## config.mk

```make
export PLATFORM = sky130hd
export DESIGN_NAME = go_back_n_sender
export DESIGN_NICKNAME = d
export VERILOG_FILES = /design/src/gbn_pkg.sv /design/src/gbn_ram.sv /design/src/go_back_n_sender.sv
export SDC_FILE = /design/constraint.sdc
export NUM_CORES = 1
export LEC_CHECK = 0
export BUFFER_PORTS_ARGS = -buffer_cell sky130_fd_sc_hd__buf_2
export CAP_MARGIN = 15
export CELL_PAD_IN_SITES_DETAIL_PLACEMENT = 1
export CELL_PAD_IN_SITES_GLOBAL_PLACEMENT = 1
export CORE_MARGIN = 1
export CORE_UTILIZATION = 35
export DETAILED_ROUTE_END_ITERATION = 6
export HOLD_SLACK_MARGIN = 0.06
export PLACE_DENSITY = 0.69
export SYNTH_ARGS = -nofsm -noshare
export SYNTH_HDL_FRONTEND = slang
export SYNTH_SLANG_ARGS = --single-unit
export TNS_END_PERCENT = 50
```

## constraint.sdc

```tcl
create_clock -name clk -period 5.8 [get_ports clk]
set_input_delay 0.87 -clock clk [delete_from_list [all_inputs] [get_ports clk]]
set_output_delay 0.87 -clock clk [all_outputs]
set_load 0.005 [all_outputs]
```

## src/gbn_pkg.sv

```systemverilog
// ----------------------------------------------------------------------------
// gbn_pkg
// Types and constants shared by the go-back-n sender, its window ram and its
// port checker.
// ----------------------------------------------------------------------------
package gbn_pkg;

	localparam int MAX_WINDOW_DEF = 8;
	localparam int PAYLOAD_BITS   = 32;
	localparam int SEQ_BITS       = 8;
	localparam int WIN_BITS       = 4;
	localparam int MOD_BITS       = 9;
	localparam int CFG_IDX_BITS   = 1;

	localparam logic [WIN_BITS-1:0] WIN_RESET = WIN_BITS'(4);
	localparam logic [MOD_BITS-1:0] MOD_RESET = MOD_BITS'(8);
	localparam logic [MOD_BITS-1:0] MOD_MIN   = MOD_BITS'(2);
	localparam logic [MOD_BITS-1:0] MOD_MAX   = MOD_BITS'(256);

	// configuration register indexes
	localparam logic [CFG_IDX_BITS-1:0] CFG_WINDOW  = 1'b0;
	localparam logic [CFG_IDX_BITS-1:0] CFG_MODULUS = 1'b1;

	// opcodes
	localparam logic [1:0] OP_SEND    = 2'd0;
	localparam logic [1:0] OP_ACK     = 2'd1;
	localparam logic [1:0] OP_TIMEOUT = 2'd2;

	// result status codes
	localparam logic [2:0] ST_SENT     = 3'd0;
	localparam logic [2:0] ST_FULL     = 3'd1;
	localparam logic [2:0] ST_ACK_OK   = 3'd2;
	localparam logic [2:0] ST_ACK_BAD  = 3'd3;
	localparam logic [2:0] ST_ACK_OUT  = 3'd4;
	localparam logic [2:0] ST_TIMEOUT  = 3'd5;

	typedef enum logic [1:0] {
		S_IDLE,
		S_EXEC,
		S_RETX,
		S_NORM
	} state_t;

	typedef struct packed {
		logic [1:0]              opcode;
		logic [PAYLOAD_BITS-1:0] payload;
		logic [SEQ_BITS-1:0]     ack_number;
		logic                    ack_checksum_ok;
		logic [SEQ_BITS-1:0]     timer_seq;
	} in_item_t;

	typedef struct packed {
		logic [2:0]              status;
		logic                    packet_valid;
		logic [SEQ_BITS-1:0]     packet_seq;
		logic [PAYLOAD_BITS-1:0] packet_payload;
		logic                    timer_stop;
		logic [SEQ_BITS-1:0]     timer_stop_seq;
		logic                    timer_start;
		logic [SEQ_BITS-1:0]     timer_start_seq;
		logic                    last;
	} out_item_t;

endpackage

```

## src/gbn_ram.sv

```systemverilog
// ----------------------------------------------------------------------------
// gbn_ram
// Generic single write port, single read port ram with registered read data.
// ----------------------------------------------------------------------------
module gbn_ram #(
	parameter int WIDTH = gbn_pkg::PAYLOAD_BITS,
	parameter int DEPTH = gbn_pkg::MAX_WINDOW_DEF
) (
	input  logic                                    clk,
	input  logic                                    we,
	input  logic [((DEPTH > 1) ? $clog2(DEPTH) : 1)-1:0] waddr,
	input  logic [WIDTH-1:0]                        wdata,
	input  logic                                    re,
	input  logic [((DEPTH > 1) ? $clog2(DEPTH) : 1)-1:0] raddr,
	output logic [WIDTH-1:0]                        rdata
);

	logic [WIDTH-1:0] mem_q [DEPTH];

	always_ff @(posedge clk) begin
		if (we) begin
			mem_q[waddr] <= wdata;
		end
		if (re) begin
			rdata <= mem_q[raddr];
		end
	end

endmodule

```

## src/go_back_n_sender.sv

```systemverilog
// ----------------------------------------------------------------------------
// go_back_n_sender
// Go-back-n sender: window of outstanding payloads kept in a ring ram, sends,
// takes acks and retransmits the whole window on a timer expiry.
// ----------------------------------------------------------------------------
//
//  channel   handshake               payload
//  -------   ---------------------   --------------------------------------
//  item      start / busy            item   (gbn_pkg::in_item_t)
//  result    result_valid strobe     result (gbn_pkg::out_item_t)
//  config    cfg_valid / cfg_ready   cfg_index, cfg_data
//
//  send and ack: busy in the exec state after the start edge, result shown
//  in the cycle after that, so a new item can be taken while it is shown.
//  timeout with k packets outstanding: k results back to back, one ram read
//  each, busy through the exec and walk states; with none outstanding, one result.
//  a modulus write re-reduces base and next sequence numbers by bit-serial
//  remainder, busy until done. reset clears all control state but the walk
//  and remainder registers; the window ram needs no clearing pass.
//  the receiver cannot stall: each result is shown for one cycle only.
//
module go_back_n_sender #(
	parameter int MAX_WINDOW = gbn_pkg::MAX_WINDOW_DEF
) (
	input  logic                                  clk,
	input  logic                                  arst_n,
	input  logic                                  start,
	output logic                                  busy,
	input  gbn_pkg::in_item_t                     item,
	output logic                                  result_valid,
	output gbn_pkg::out_item_t                    result,
	input  logic                                  cfg_valid,
	output logic                                  cfg_ready,
	input  logic [gbn_pkg::CFG_IDX_BITS-1:0]      cfg_index,
	input  logic [gbn_pkg::MOD_BITS-1:0]          cfg_data
);

	localparam int SW  = (MAX_WINDOW > 1) ? $clog2(MAX_WINDOW) : 1;
	localparam int CW  = $clog2(MAX_WINDOW + 1);
	localparam int EW  = (CW > gbn_pkg::WIN_BITS) ? CW : gbn_pkg::WIN_BITS;
	localparam int AW  = CW + 1;
	localparam int QB  = gbn_pkg::SEQ_BITS;
	localparam int MB  = gbn_pkg::MOD_BITS;
	localparam int STW = $clog2(QB);

	gbn_pkg::state_t state_q, state_d;

	gbn_pkg::in_item_t             in_q;
	logic [gbn_pkg::WIN_BITS-1:0]  win_q;
	logic [MB-1:0]                 mod_q;
	logic [QB-1:0]                 base_q, base_d, next_q, next_d;
	logic [QB-1:0]                 bred_q, bred_d, nred_q, nred_d;
	logic [CW-1:0]                 count_q, count_d;
	logic [SW-1:0]                 head_q, head_d;

	logic [SW-1:0]                 ptr_q, ptr_d;
	logic [CW-1:0]                 remain_q, remain_d;
	logic [QB-1:0]                 seqr_q, seqr_d;
	logic                          first_q, first_d;

	logic [QB-1:0]                 sb_q, sb_d, sn_q, sn_d;
	logic [MB-1:0]                 rb_q, rb_d, rn_q, rn_d;
	logic [STW-1:0]                step_q, step_d;

	gbn_pkg::out_item_t            res_q, res_d;
	logic                          res_valid_q, res_valid_d;

	logic                          ram_we, ram_re;
	logic [SW-1:0]                 ram_waddr, ram_raddr;
	logic [gbn_pkg::PAYLOAD_BITS-1:0] ram_rdata;

	logic                          accept, cfg_wr;
	logic [MB-1:0]                 m_eff;
	logic [EW-1:0]                 w_eff;
	logic                          full;
	logic [AW-1:0]                 wslot_sum, hsum;
	logic [SW-1:0]                 wslot, head_adv, head_inc, ptr_inc;
	logic [MB-1:0]                 n_inc, s_inc, ack9, b9, off9, bsum;
	logic [QB-1:0]                 next_wrap, seq_wrap, new_b;
	logic                          off_out;
	logic [CW-1:0]                 adv, count_after;
	logic [MB:0]                   tb, tn, m10;
	logic [MB-1:0]                 rb_new, rn_new;

	assign busy      = (state_q != gbn_pkg::S_IDLE);
	assign accept    = start && !busy;
	assign cfg_ready = (state_q == gbn_pkg::S_IDLE) && !start;
	assign cfg_wr    = cfg_valid && cfg_ready;

	assign result       = res_q;
	assign result_valid = res_valid_q;

	// effective register values, out-of-range codes clamped
	always_comb begin
		if (mod_q < gbn_pkg::MOD_MIN) begin
			m_eff = gbn_pkg::MOD_MIN;
		end else if (mod_q > gbn_pkg::MOD_MAX) begin
			m_eff = gbn_pkg::MOD_MAX;
		end else begin
			m_eff = mod_q;
		end
		if (win_q == '0) begin
			w_eff = EW'(1);
		end else if (EW'(win_q) > EW'(MAX_WINDOW)) begin
			w_eff = EW'(MAX_WINDOW);
		end else begin
			w_eff = EW'(win_q);
		end
	end

	// send path
	assign full      = EW'(count_q) >= w_eff;
	assign wslot_sum = AW'(head_q) + AW'(count_q);
	assign wslot     = (wslot_sum >= AW'(MAX_WINDOW)) ? SW'(wslot_sum - AW'(MAX_WINDOW))
	                                                  : SW'(wslot_sum);
	assign n_inc     = {1'b0, nred_q} + MB'(1);
	assign next_wrap = (n_inc == m_eff) ? '0 : n_inc[QB-1:0];

	// ack path: offset from base taken modulo m with one compare
	assign ack9        = {1'b0, in_q.ack_number};
	assign b9          = {1'b0, bred_q};
	assign off9        = (ack9 >= b9) ? (ack9 - b9) : (ack9 + m_eff - b9);
	assign off_out     = off9 >= MB'(count_q);
	assign adv         = CW'(off9 + MB'(1));
	assign count_after = count_q - adv;
	assign hsum        = AW'(head_q) + AW'(adv);
	assign head_adv    = (hsum >= AW'(MAX_WINDOW)) ? SW'(hsum - AW'(MAX_WINDOW)) : SW'(hsum);
	assign bsum        = b9 + MB'(adv);
	assign new_b       = (bsum >= m_eff) ? QB'(bsum - m_eff) : bsum[QB-1:0];

	// retransmit walk
	assign head_inc = (head_q == SW'(MAX_WINDOW - 1)) ? '0 : SW'(head_q + SW'(1));
	assign ptr_inc  = (ptr_q == SW'(MAX_WINDOW - 1)) ? '0 : SW'(ptr_q + SW'(1));
	assign s_inc    = {1'b0, seqr_q} + MB'(1);
	assign seq_wrap = (s_inc == m_eff) ? '0 : s_inc[QB-1:0];

	// restoring remainder, one bit of base and next per cycle
	assign m10    = {1'b0, m_eff};
	assign tb     = {rb_q, sb_q[QB-1]};
	assign tn     = {rn_q, sn_q[QB-1]};
	assign rb_new = (tb >= m10) ? MB'(tb - m10) : tb[MB-1:0];
	assign rn_new = (tn >= m10) ? MB'(tn - m10) : tn[MB-1:0];

	assign ram_waddr = wslot;

	always_comb begin
		state_d     = state_q;
		base_d      = base_q;
		next_d      = next_q;
		bred_d      = bred_q;
		nred_d      = nred_q;
		count_d     = count_q;
		head_d      = head_q;
		ptr_d       = ptr_q;
		remain_d    = remain_q;
		seqr_d      = seqr_q;
		first_d     = first_q;
		sb_d        = sb_q;
		sn_d        = sn_q;
		rb_d        = rb_q;
		rn_d        = rn_q;
		step_d      = step_q;
		res_d       = '0;
		res_valid_d = 1'b0;
		ram_we      = 1'b0;
		ram_re      = 1'b0;
		ram_raddr   = ptr_q;

		case (state_q)
			gbn_pkg::S_IDLE: begin
				if (accept) begin
					state_d = gbn_pkg::S_EXEC;
				end else if (cfg_wr && cfg_index == gbn_pkg::CFG_MODULUS) begin
					state_d = gbn_pkg::S_NORM;
					sb_d    = base_q;
					sn_d    = next_q;
					rb_d    = '0;
					rn_d    = '0;
					step_d  = '0;
				end
			end

			gbn_pkg::S_EXEC: begin
				state_d = gbn_pkg::S_IDLE;
				case (in_q.opcode)
					gbn_pkg::OP_SEND: begin
						res_valid_d = 1'b1;
						res_d.last  = 1'b1;
						if (full) begin
							res_d.status = gbn_pkg::ST_FULL;
						end else begin
							ram_we               = 1'b1;
							count_d              = count_q + CW'(1);
							res_d.status         = gbn_pkg::ST_SENT;
							res_d.packet_valid   = 1'b1;
							res_d.packet_seq     = nred_q;
							res_d.packet_payload = in_q.payload;
							if (bred_q == nred_q) begin
								res_d.timer_start     = 1'b1;
								res_d.timer_start_seq = bred_q;
							end
							next_d = next_wrap;
							nred_d = next_wrap;
							base_d = bred_q;
						end
					end
					gbn_pkg::OP_ACK: begin
						res_valid_d = 1'b1;
						res_d.last  = 1'b1;
						if (!in_q.ack_checksum_ok) begin
							res_d.status = gbn_pkg::ST_ACK_BAD;
						end else if (ack9 >= m_eff || off_out) begin
							res_d.status = gbn_pkg::ST_ACK_OUT;
						end else begin
							res_d.status         = gbn_pkg::ST_ACK_OK;
							res_d.timer_stop     = 1'b1;
							res_d.timer_stop_seq = bred_q;
							if (count_after != '0) begin
								res_d.timer_start     = 1'b1;
								res_d.timer_start_seq = new_b;
							end
							count_d = count_after;
							head_d  = head_adv;
							base_d  = new_b;
							bred_d  = new_b;
							next_d  = nred_q;
						end
					end
					gbn_pkg::OP_TIMEOUT: begin
						if (count_q == '0) begin
							res_valid_d           = 1'b1;
							res_d.status          = gbn_pkg::ST_TIMEOUT;
							res_d.timer_stop      = 1'b1;
							res_d.timer_stop_seq  = in_q.timer_seq;
							res_d.timer_start     = 1'b1;
							res_d.timer_start_seq = in_q.timer_seq;
							res_d.last            = 1'b1;
						end else begin
							// first read goes out now, data lands in the walk state
							ram_re    = 1'b1;
							ram_raddr = head_q;
							ptr_d     = head_inc;
							remain_d  = count_q;
							seqr_d    = bred_q;
							first_d   = 1'b1;
							state_d   = gbn_pkg::S_RETX;
						end
					end
					default: begin
						state_d = gbn_pkg::S_IDLE;
					end
				endcase
			end

			gbn_pkg::S_RETX: begin
				res_valid_d          = 1'b1;
				res_d.status         = gbn_pkg::ST_TIMEOUT;
				res_d.packet_valid   = 1'b1;
				res_d.packet_seq     = seqr_q;
				res_d.packet_payload = ram_rdata;
				res_d.last           = (remain_q == CW'(1));
				if (first_q) begin
					res_d.timer_stop      = 1'b1;
					res_d.timer_stop_seq  = in_q.timer_seq;
					res_d.timer_start     = 1'b1;
					res_d.timer_start_seq = in_q.timer_seq;
				end
				ram_re   = 1'b1;
				ptr_d    = ptr_inc;
				seqr_d   = seq_wrap;
				remain_d = remain_q - CW'(1);
				first_d  = 1'b0;
				if (remain_q == CW'(1)) begin
					state_d = gbn_pkg::S_IDLE;
				end
			end

			gbn_pkg::S_NORM: begin
				rb_d   = rb_new;
				rn_d   = rn_new;
				sb_d   = {sb_q[QB-2:0], 1'b0};
				sn_d   = {sn_q[QB-2:0], 1'b0};
				step_d = step_q + STW'(1);
				if (step_q == STW'(QB - 1)) begin
					bred_d  = rb_new[QB-1:0];
					nred_d  = rn_new[QB-1:0];
					state_d = gbn_pkg::S_IDLE;
				end
			end

			default: begin
				state_d = gbn_pkg::S_IDLE;
			end
		endcase
	end

	always_ff @(posedge clk or negedge arst_n) begin
		if (!arst_n) begin
			state_q <= gbn_pkg::S_IDLE;
		end else begin
			state_q <= state_d;
		end
	end

	always_ff @(posedge clk or negedge arst_n) begin
		if (!arst_n) begin
			win_q       <= gbn_pkg::WIN_RESET;
			mod_q       <= gbn_pkg::MOD_RESET;
			base_q      <= '0;
			next_q      <= '0;
			bred_q      <= '0;
			nred_q      <= '0;
			count_q     <= '0;
			head_q      <= '0;
			res_valid_q <= 1'b0;
		end else begin
			if (cfg_wr && cfg_index == gbn_pkg::CFG_WINDOW) begin
				win_q <= cfg_data[gbn_pkg::WIN_BITS-1:0];
			end
			if (cfg_wr && cfg_index == gbn_pkg::CFG_MODULUS) begin
				mod_q <= cfg_data;
			end
			base_q      <= base_d;
			next_q      <= next_d;
			bred_q      <= bred_d;
			nred_q      <= nred_d;
			count_q     <= count_d;
			head_q      <= head_d;
			res_valid_q <= res_valid_d;
		end
	end

	always_ff @(posedge clk) begin
		if (accept) begin
			in_q <= item;
		end
		res_q    <= res_d;
		ptr_q    <= ptr_d;
		remain_q <= remain_d;
		seqr_q   <= seqr_d;
		first_q  <= first_d;
		sb_q     <= sb_d;
		sn_q     <= sn_d;
		rb_q     <= rb_d;
		rn_q     <= rn_d;
		step_q   <= step_d;
	end

	gbn_ram #(
		.WIDTH (gbn_pkg::PAYLOAD_BITS),
		.DEPTH (MAX_WINDOW)
	) u_window_ram (
		.clk   (clk),
		.we    (ram_we),
		.waddr (ram_waddr),
		.wdata (in_q.payload),
		.re    (ram_re),
		.raddr (ram_raddr),
		.rdata (ram_rdata)
	);

endmodule

```

==> impl_metrics.yaml <==
status:
  status: "finished with violations"
  violations: "DRC, setup timing"
cts:
  cts_tree: "yes"
  clkLatencyLatePin_ns: 0.63
  path_clk_slew_ns: 0.06
  cts.path.max_buffers: 3
  numCtsBuffers: 52
  clkSinkCount: 510
  cts_root_buf: "clkbuf_16"
  h-tree-depth: 2
finish:
  antennaDiodeCount: 0
  multi_input_area_um2: 8960
  area_growth_pct: 19.7
  drive_gt1_share_pct: 28.7
  finish.utilization_pct: 42.5
  seq_area_um2: 14400
  fill_cells: 6706
  num-nets-final: 2002
hold_path:
  min_from: "item[31]"
  min_to: "in_q[31]$_DFFE_PP_"
  min_path_type: "primary input to flop"
  hold_depth: 1
sta:
  clock.fmax_ghz: 0.171
  setup-violations-final: 9
  hold_viol: 0
  slew-limit-headroom_pct: 33.1
  period_share_pct: 101
  finalMaxSlewViolations: 0
  fin_hold_ws_ns: 0.415
  rsz0062_at_grt: "yes"
  skew_ns: 0.0408
  setup_tns_ns: -0.220
  fin_crit_ns: 5.86
  fin_ws_ns: -0.0633
  tightest_slew_ns: 1.00
placed_design:
  io_buffer_count: 130
  gp_congestion: 0.885
  place_hpwl_um: 43000
floorplanning:
  die_x_um: 261
  ios: 131
  core.rowCount: 94
  die_h_um: 261
  core_area_um2: 66000
  start_util_pct: 35.5
  dieArea_um2: 67900
global_routing:
  grt_pass1_vias: 15700
  grt_pass1_wl_um: 98300
  grt_max_degree: 65
  antenna_found_initial: 0
  grt.total_usage_pct: 19.3
  grt-ovfl-total: 0
synth:
  synthTopCellsByArea: "edfxtp_1 (50%), mux4_2 (6.2%), dfrtp_1 (5.7%)"
  synth-edff-count: 392
  synthCells: 1598
  synth_top_area_share_pct: 50.3
  synth-async-reset-ratio_pct: 10.8
  seq_area_frac_synth_pct: 61.6
  ys_warn_count: 0
  synth.avg_cell_area_um2: 14.7
  ys_ff_latch: 510
  yosysMostFrequentCell: "edfxtp_1"
  yosysTopAreaCell: "edfxtp_1"
  synth_ff_type: "edfxtp_1"
  synth_cell_types: 81
  syn_area_um2: 23400
  synth_nets: 1769
  synthTopCellsByCount: "edfxtp_1 (392), ha_1 (90), mux2_2 (76)"
worst_setup_path:
  reg2reg_setup_slack_ns: -0.06
  path_buf_inv: 3
  r2r_end: "bred_q[7]$_DFFE_PN0P_"
  worst-path-max-fanout: 5
  crit_family: "adder cells"
  worstSetupPathType: "flop to flop"
  start_kind: "flop"
  cp.arrival_ns: 6.41
  cp_slowest_cell: "or4_4"
  r2r-start: "mod_q[4]$_DFFE_PN0P_"
  end_kind: "flop"
  crit_chain: "or4_4, o31a_1, nor2_4, fa_1, fa_1, mux2_4, ha_4, ha_4, a21o_1, a21o_1, a21oi_2, nor2_2, xnor2_2, ha_4, buf_6, nand4_1, o31ai_4, nor2_4, buf_6, mux2i_4, buf_6, mux2_2, mux2i_1"
  rr_worst_depth: 23
  cp.required_ns: 6.35
  max_stage_delay_ns: 0.52
routing:
  detail_route.wl_per_cell_um: 24.0
  drtIter0Drc: 1097
  top_layer: "met4"
  antenna_left: 0
  viasPerCell: 5.38
  routed_wl_um: 65700
  wl_met1_um: 27700
  route.detailed.drc: 22
  num_vias: 14700
  firstDrtPassIters: 7
  wl_met3_um: 3610
  dr_wl_met2_um: 32500
flow_run:
  cap_violations: 0
-- metal layers --
layer | vias to the layer above | track usage (%)
met2 | 442 | 33.2
li1 | 6588 | -
met1 | 7597 | 24.8
met4 | 0 | 5.99
met5 | - | 0
met3 | 114 | 3.33
-- sequential cells by signal, summed over array words and instances (netlist names), 2 cells and up --
| signal | cells |
|---|---|
| remain_q | 4 |
| mod_q | 9 |
| rb_q | 9 |
| rn_q | 9 |
| ack9 | 8 |
| sn_q | 8 |
| base_q | 8 |
| head_q | 3 |
| u_window_ram.mem_q | 256 |
| u_window_ram.rdata | 32 |
| step_q | 3 |
| state_q | 2 |
| nred_q | 8 |
| win_q | 4 |
| result | 63 |
| count_q | 4 |
| sb_q | 8 |
| next_q | 8 |
| bred_q | 8 |
| seqr_q | 8 |
| ptr_q | 3 |
| in_q | 43 |
-- metrics by stage --
step	area [um2]	setup slack, ns	cells
after floorplan	23400	0.0604	1598
after global placement	25800	-0.114	2629
after detailed placement	25800	-0.306	2629
after CTS	27700	0.00118	2731
after global routing	28000	-0.184	2739
final	28000	-0.0633	2739
-- cells by family (layout without fill, tap and decap cells) --
group,count (synthesis),after routing,share of synthesized area [%]
flip-flops,510,510,61.6
AND/OR/NAND/NOR,296,296,6.56
XOR/XNOR,70,70,2.79
adder cells (fa/ha/maj),106,106,6.18
AO/OA/AOI/OAI,292,292,8.67
buffers and inverters,134,411,2.19
multiplexers,190,190,12.1
-- cell type report --
cell class              count  area share (%)
flip-flops and latches    510            51.4
multi-input cells         954            32.0
clock buffers              79            5.48
repair buffers            238            5.33
well taps                 864            3.86
inverters                  75            1.00
clock inverters            19           0.880
-- worst max-delay path by stage --
stage	from	endpoint	slack, ns	depth (start not counted)
after floorplan	mod_q[2]$_DFFE_PN0P_	base_q[1]$_DFFE_PN0P_	0.06	21
after global placement	mod_q[2]$_DFFE_PN0P_	base_q[2]$_DFFE_PN0P_	-0.11	22
after detailed placement	mod_q[2]$_DFFE_PN0P_	base_q[2]$_DFFE_PN0P_	-0.31	22
after CTS	mod_q[2]$_DFFE_PN0P_	base_q[2]$_DFFE_PN0P_	0.001	22
after global routing	mod_q[4]$_DFFE_PN0P_	bred_q[7]$_DFFE_PN0P_	-0.18	24
final	mod_q[4]$_DFFE_PN0P_	bred_q[7]$_DFFE_PN0P_	-0.06	23
-- cells in the final DEF, fill, tap and decap left out, types with 13 or more instances in the layout --
cell type  synthesis  layout
clkbuf_1          44      16
buf_2              8     130
mux2i_1           39      28
xnor2_1           44      41
nor2b_1           58      57
clkbuf_16          0      54
a22o_1            17      17
xor2_1            23      21
a21o_1            19      19
buf_4              0     102
dfxtp_1           63      63
ha_1              90      81
mux4_2            64      64
mux2_2            76      74
a21oi_1           53      44
and2_1            14      13
nor2_1            74      66
inv_1             74      74
o21ai_0           56      48
nand3_1           24      23
edfxtp_1         392     392
nor3_1            21      17
dfrtp_1           53      53
fa_1              16      15
a22oi_1           48      48
nand2_1           44      44
-- timing repair --
action	4_1_cts	5_1_grt
endpoints found under the setup margin	24	24
resized for setup	19	50
pin swaps	8	28
buffers inserted	4	8
endpoints found under the hold margin	0	0
hold buffers	0	0
Power is left out: the tool's default activity adds up to more than one toggle a clock period on the data nets, which glitch-free logic cannot reach.
